`src/hw/rtl/abre_pkg.sv`:
```
// Package for the adaptive binary range encoder: request and result word types,
// controller/datapath command and status structs, coder constants.
// No dependencies.
package abre_pkg;

    localparam int PROB_DEPTH_DEF = 2048;

    localparam logic [1:0] REQ_MODEL  = 2'd0;
    localparam logic [1:0] REQ_DIRECT = 2'd1;
    localparam logic [1:0] REQ_FLUSH  = 2'd2;

    localparam logic [10:0] PROB_START   = 11'd1024;
    localparam logic [31:0] RANGE_INIT   = 32'hFFFF_FFFF;
    localparam logic [31:0] TOP_LIMIT    = 32'h0100_0000;
    localparam logic [31:0] EMIT_LIMIT   = 32'hFF00_0000;
    localparam logic [31:0] PENDING_MAX  = 32'hFFFF_FFFF;
    localparam logic [31:0] PENDING_INIT = 32'd1;
    localparam logic [4:0]  DIRECT_MAX   = 5'd26;
    localparam logic [2:0]  MAX_RES      = 3'd5;
    localparam logic [2:0]  FLUSH_LAST   = 3'd4;

    typedef struct packed {
        logic [1:0]  req_type;
        logic [10:0] ctx_index;
        logic        bit_value;
        logic [25:0] direct_value;
        logic [4:0]  direct_count;
    } req_t;

    typedef struct packed {
        logic [7:0]  lead_byte;
        logic [31:0] run_count;
        logic [7:0]  run_byte;
        logic        last;
    } res_t;

    typedef struct packed {
        logic clear;
        logic load;
        logic rd;
        logic mul;
        logic upd;
        logic dir_step;
        logic shift;
        logic finish;
    } cmd_t;

    typedef struct packed {
        logic clear_last;
        logic norm_upd;
        logic norm_dir;
        logic cnt_zero;
        logic shift_ok;
        logic fin_ok;
    } stat_t;

endpackage

```
`src/hw/rtl/abre_ctrl.sv`:
```
// Sequencing controller for the range encoder: clearing sweep, per-request
// step sequence, flush shift count. Depends on abre_pkg.
module abre_ctrl (
    input  logic                clk,
    input  logic                rst_n,
    input  logic                req_valid,
    input  logic [1:0]          req_type,
    output logic                req_ready,
    input  abre_pkg::stat_t     stat,
    output abre_pkg::cmd_t      cmd
);

    typedef enum logic [7:0] {
        S_CLEAR = 8'b0000_0001,
        S_IDLE  = 8'b0000_0010,
        S_READ  = 8'b0000_0100,
        S_MUL   = 8'b0000_1000,
        S_UPD   = 8'b0001_0000,
        S_DIR   = 8'b0010_0000,
        S_SHIFT = 8'b0100_0000,
        S_FIN   = 8'b1000_0000
    } state_t;

    state_t      state_reg, state_next;
    logic [1:0]  mode_reg, mode_next;
    logic [2:0]  fl_cnt_reg, fl_cnt_next;

    always_comb
    begin
        state_next  = state_reg;
        mode_next   = mode_reg;
        fl_cnt_next = fl_cnt_reg;
        cmd         = '0;
        req_ready   = 1'b0;
        case (state_reg)
            S_CLEAR:
            begin
                cmd.clear = 1'b1;
                if (stat.clear_last)
                    state_next = S_IDLE;
            end
            S_IDLE:
            begin
                req_ready = 1'b1;
                if (req_valid)
                begin
                    cmd.load    = 1'b1;
                    mode_next   = req_type;
                    fl_cnt_next = '0;
                    case (req_type)
                        abre_pkg::REQ_MODEL:  state_next = S_READ;
                        abre_pkg::REQ_DIRECT: state_next = S_DIR;
                        abre_pkg::REQ_FLUSH:  state_next = S_SHIFT;
                        default:              state_next = S_FIN;
                    endcase
                end
            end
            S_READ:
            begin
                cmd.rd     = 1'b1;
                state_next = S_MUL;
            end
            S_MUL:
            begin
                cmd.mul    = 1'b1;
                state_next = S_UPD;
            end
            S_UPD:
            begin
                cmd.upd    = 1'b1;
                state_next = stat.norm_upd ? S_SHIFT : S_FIN;
            end
            S_DIR:
            begin
                if (stat.cnt_zero)
                    state_next = S_FIN;
                else
                begin
                    cmd.dir_step = 1'b1;
                    if (stat.norm_dir)
                        state_next = S_SHIFT;
                end
            end
            S_SHIFT:
            begin
                // stall here while a word cannot be pushed to the output
                if (stat.shift_ok)
                begin
                    cmd.shift = 1'b1;
                    case (mode_reg)
                        abre_pkg::REQ_FLUSH:
                        begin
                            if (fl_cnt_reg == abre_pkg::FLUSH_LAST)
                                state_next = S_FIN;
                            else
                                fl_cnt_next = fl_cnt_reg + 3'd1;
                        end
                        abre_pkg::REQ_DIRECT: state_next = S_DIR;
                        default:              state_next = S_FIN;
                    endcase
                end
            end
            S_FIN:
            begin
                if (stat.fin_ok)
                begin
                    cmd.finish = 1'b1;
                    state_next = S_IDLE;
                end
            end
            default: state_next = S_IDLE;
        endcase
    end

    always_ff @(posedge clk or negedge rst_n)
    begin
        if (!rst_n)
        begin
            state_reg  <= S_CLEAR;
            mode_reg   <= abre_pkg::REQ_MODEL;
            fl_cnt_reg <= '0;
        end
        else
        begin
            state_reg  <= state_next;
            mode_reg   <= mode_next;
            fl_cnt_reg <= fl_cnt_next;
        end
    end

    a_accept_leaves_idle: assert property (@(posedge clk) disable iff (!rst_n)
        (req_valid && req_ready) |=> !req_ready)
        else $error("controller still ready after taking a word");

    a_flush_count: assert property (@(posedge clk) disable iff (!rst_n)
        (state_reg == S_SHIFT && mode_reg == abre_pkg::REQ_FLUSH)
            |-> fl_cnt_reg <= abre_pkg::FLUSH_LAST)
        else $error("flush shift count overran");

endmodule

```
`config.mk`:
```
export PLATFORM = sky130hd
export DESIGN_NAME = abre_ctrl
export DESIGN_NICKNAME = d
export VERILOG_FILES = /design/src/hw/rtl/abre_pkg.sv /design/src/hw/rtl/abre_ctrl.sv
export SDC_FILE = /design/constraint.sdc
export NUM_CORES = 1
export LEC_CHECK = 0
export BUFFER_PORTS_ARGS = -buffer_cell sky130_fd_sc_hd__buf_2
export CAP_MARGIN = 20
export CORE_MARGIN = 10
export CORE_UTILIZATION = 55
export CTS_CLUSTER_SIZE = 28
export DETAILED_ROUTE_END_ITERATION = 8
export PLACE_DENSITY = 0.9
export SLEW_MARGIN = 20
export SYNTH_ARGS = -nofsm -noshare
export SYNTH_HDL_FRONTEND = slang
export SYNTH_SLANG_ARGS = --single-unit
```
`constraint.sdc`:
```
create_clock -name clk -period 6.4 [get_ports clk]
set_clock_uncertainty 0.15 [all_clocks]
set_input_delay 0.32 -clock clk [delete_from_list [all_inputs] [get_ports clk]]
set_output_delay 0.32 -clock clk [all_outputs]
set_load 0.005 [all_outputs]
```
==> results by group <==
Setup path
  • WP data required: 5.93 ns
  • CP max FO: 7
  • Crit path launch type: flop
  • CP Capture Type: primary output
  • Worst EP arrival: 2.09 ns
  • CP Class: flop to primary output

Global route
  • First-pass GRT wire length: 3570 um
  • Vias in the first global route: 798
  • Grt ovf: 0
  • Largest net degree at the start of global routing: 14
  • Initial antenna violation count: 0
  • Gr usage total: 12.9%

Cells and area
  • Core Util, Final: 66.5%
  • Post-Layout Cell Count: 129
  • Commonest non-fill, non-tap cell in the layout: buf_2
  • Layout cells sized above 1: 30.1%
  • Area growth from synthesis to layout: 16.5%
  • Antenna cell count: 0
  • Commonest cells after routing, fill and taps aside: 19 x buf_2, 12 x dfrtp_1, 8 x nor2_1
  • Final nets: 127
  • Max reg flops: 8

Synth
  • Register bit total from synthesis: 13
  • Syn Area/Cell: 9.44 sq um
  • Post-synth EDFFs: 0
  • Post-Syn Nets: 103
  • Commonest register cell after synthesis: dfrtp_1
  • Ys async rst share: 100%
  • Synth warn: 0
  • Synth Cell Area: 850 sq um
  • Sequential area share after synthesis: 38.4%
  • Synth Instances: 90
  • Unique masters post-synth: 38

STA
  • RSZ-0062 raised after global routing: no
  • Final worst-path setup slack: 3.84 ns
  • Period minus WS final: 2.56 ns
  • Final setup violation count: 0
  • Max-slew violation count: 0
  • Fin crit share: 39.9%
  • Fmax: 0.391 GHz
  • Final Hold Fails: 0
  • Measured slew at the worst slew-check pin: 0.602 ns
  • Setup TNS: 0 ns
  • Max-slew headroom: 59.5%

CTS
  • CTS tree: done
  • Worst skew pair latency: 0.28 ns
  • Reg clk slew, reported paths: 0.08 ns
  • Total CTS buffers: 3
  • Post-CTS Setup Inserts: 0
  • # clock sinks: 13
  • H-tree depth: 1
  • Post-CTS Resized: 0
  • Clk buf depth: 2
  • CTS root buf: clkbuf_4

Placement
  • I/O Buffers: 19
  • Pre-CTS setup slack: 4.00 ns
  • Final HPWL DP: 1660 um
  • Post-placement cell count: 124
  • RD Place Congestion: 0.928

Floorplan
  • Horiz. Die Dim: 59.3 um
  • Starting Density: 57.1%
  • Die height: 59.3 um
  • Rows: 14
  • Core area: 0.00149 sq mm
  • IO Pins: 20
  • Die area: 0.00352 sq mm

Flow run
  • Max cap viols: 0

Routing
  • Via density: 6.26
  • DRT iter0 DRCs: 42
  • Avg WL per Cell: 16.5 um
  • Residual DRC count: 0
  • Antenna-violating nets left: 0
  • Drt total wl: 2130 um
  • Via count: 808
  • Pre-Repair DR Iteration Count: 4

Power
  • Switching portion of total power: 45.4%
  • Sw power: 0.179 mW
  • Pwr/cell area: 399 mW/mm^2
  • Pleak: 0.475 nW
  • Clk pwr share: 13.5%
  • Seq pwr share: 33.2%
  • Int Pwr: 0.215 mW
  • Peak supply drop: 0.214 mV
  • Gate power share: 53.3%

Status
  • Status: completed

Worst hold path
  • Worst Hold Class: input pin to flop
## path summary, 6_finish.rpt
check,startpoint,end,slack (ns),cells after the start
worst max-delay path,state_reg[2],cmd[3],3.84,4
max in group asynchronous,rst_n,state_reg[0],5.52,2
worst min register to register,fl_cnt_reg[2],fl_cnt_reg[2],0.36,1
worst min-delay path,req_type[1],state_reg[2],0.10,2
min in group asynchronous,rst_n,state_reg[2],0.30,2
worst max register to register,state_reg[2],state_reg[7],3.96,5
## worst max-delay path, stage by stage (launching register included)
cell and delay, ns:
dfrtp_1 0.45, nor4_2 0.60, nand2_1 0.19, nor3b_1 0.36, buf_2 0.19
## power groups by stage
stage	Sequential, mW	Clock (mW)	Combinational [mW]
after floorplan	0.125	0	0.166
after global placement	0.130	0	0.199
after detailed placement	0.132	0	0.205
after CTS	0.130	0.0537	0.208
after global routing	0.135	0.0550	0.233
final	0.131	0.0532	0.210
## through the flow
stage | hold slack [ns] | area (sq um) | power, mW
after global routing | 0.111 | 990 | 0.423
after CTS | 0.0983 | 990 | 0.392
after detailed placement | 0.0736 | 953 | 0.337
after global placement | 0.0693 | 953 | 0.328
after floorplan | -0.126 | 850 | 0.291
final | 0.101 | 990 | 0.395
## per-layer routing
metal	track usage (%)	routed length, um	up-vias
li1	-	-	388
met1	14.8	942	380
met2	20.4	1020	33
met3	3.65	119	7
met4	8.20	51	0
met5	0	0	-
## cell type report
cell class,count,area [sq um]
fillers,110,499
multi-input cells,70,489
flip-flops and latches,13,327
repair buffers,20,105
clock buffers,4,26.3
inverters,6,22.5
well taps,16,20.0
## timing repair
item / 4_1_cts / 5_1_grt
hold buffers: 1 / 0
endpoints found under the setup margin: 0 / 0
hold endpoints to repair: 12 / 0
## cells by family (layout without fill, tap and decap cells)
group	after synthesis	in the layout	synth area share, %
muxes	3	3	4.86
and+or+nand+nor	48	48	35.9
DFF	13	13	38.4
adders and majority gates	2	2	2.95
buffers and inverters	7	30	3.98
AOI/OAI and AO/OA	17	17	13.8
## cell usage after synthesis (2+ instances only)
cell type	number	area (sq um)
nand2b_1	3	18.8
dfrtp_1	12	300
o21ai_0	6	30.0
nand3_1	4	20.0
and2_1	2	12.5
nor2_1	8	30.0
nor3_1	2	10.0
nand2_2	2	12.5
nor4_1	6	37.5
nand2_1	6	22.5
ha_1	2	25.0
mux2_4	2	30.0
inv_1	6	22.5
nor4b_1	2	17.5
or2b_1	3	22.5
and2b_2	2	17.5
No activity file was read; power rests on OpenSTA's default activity.
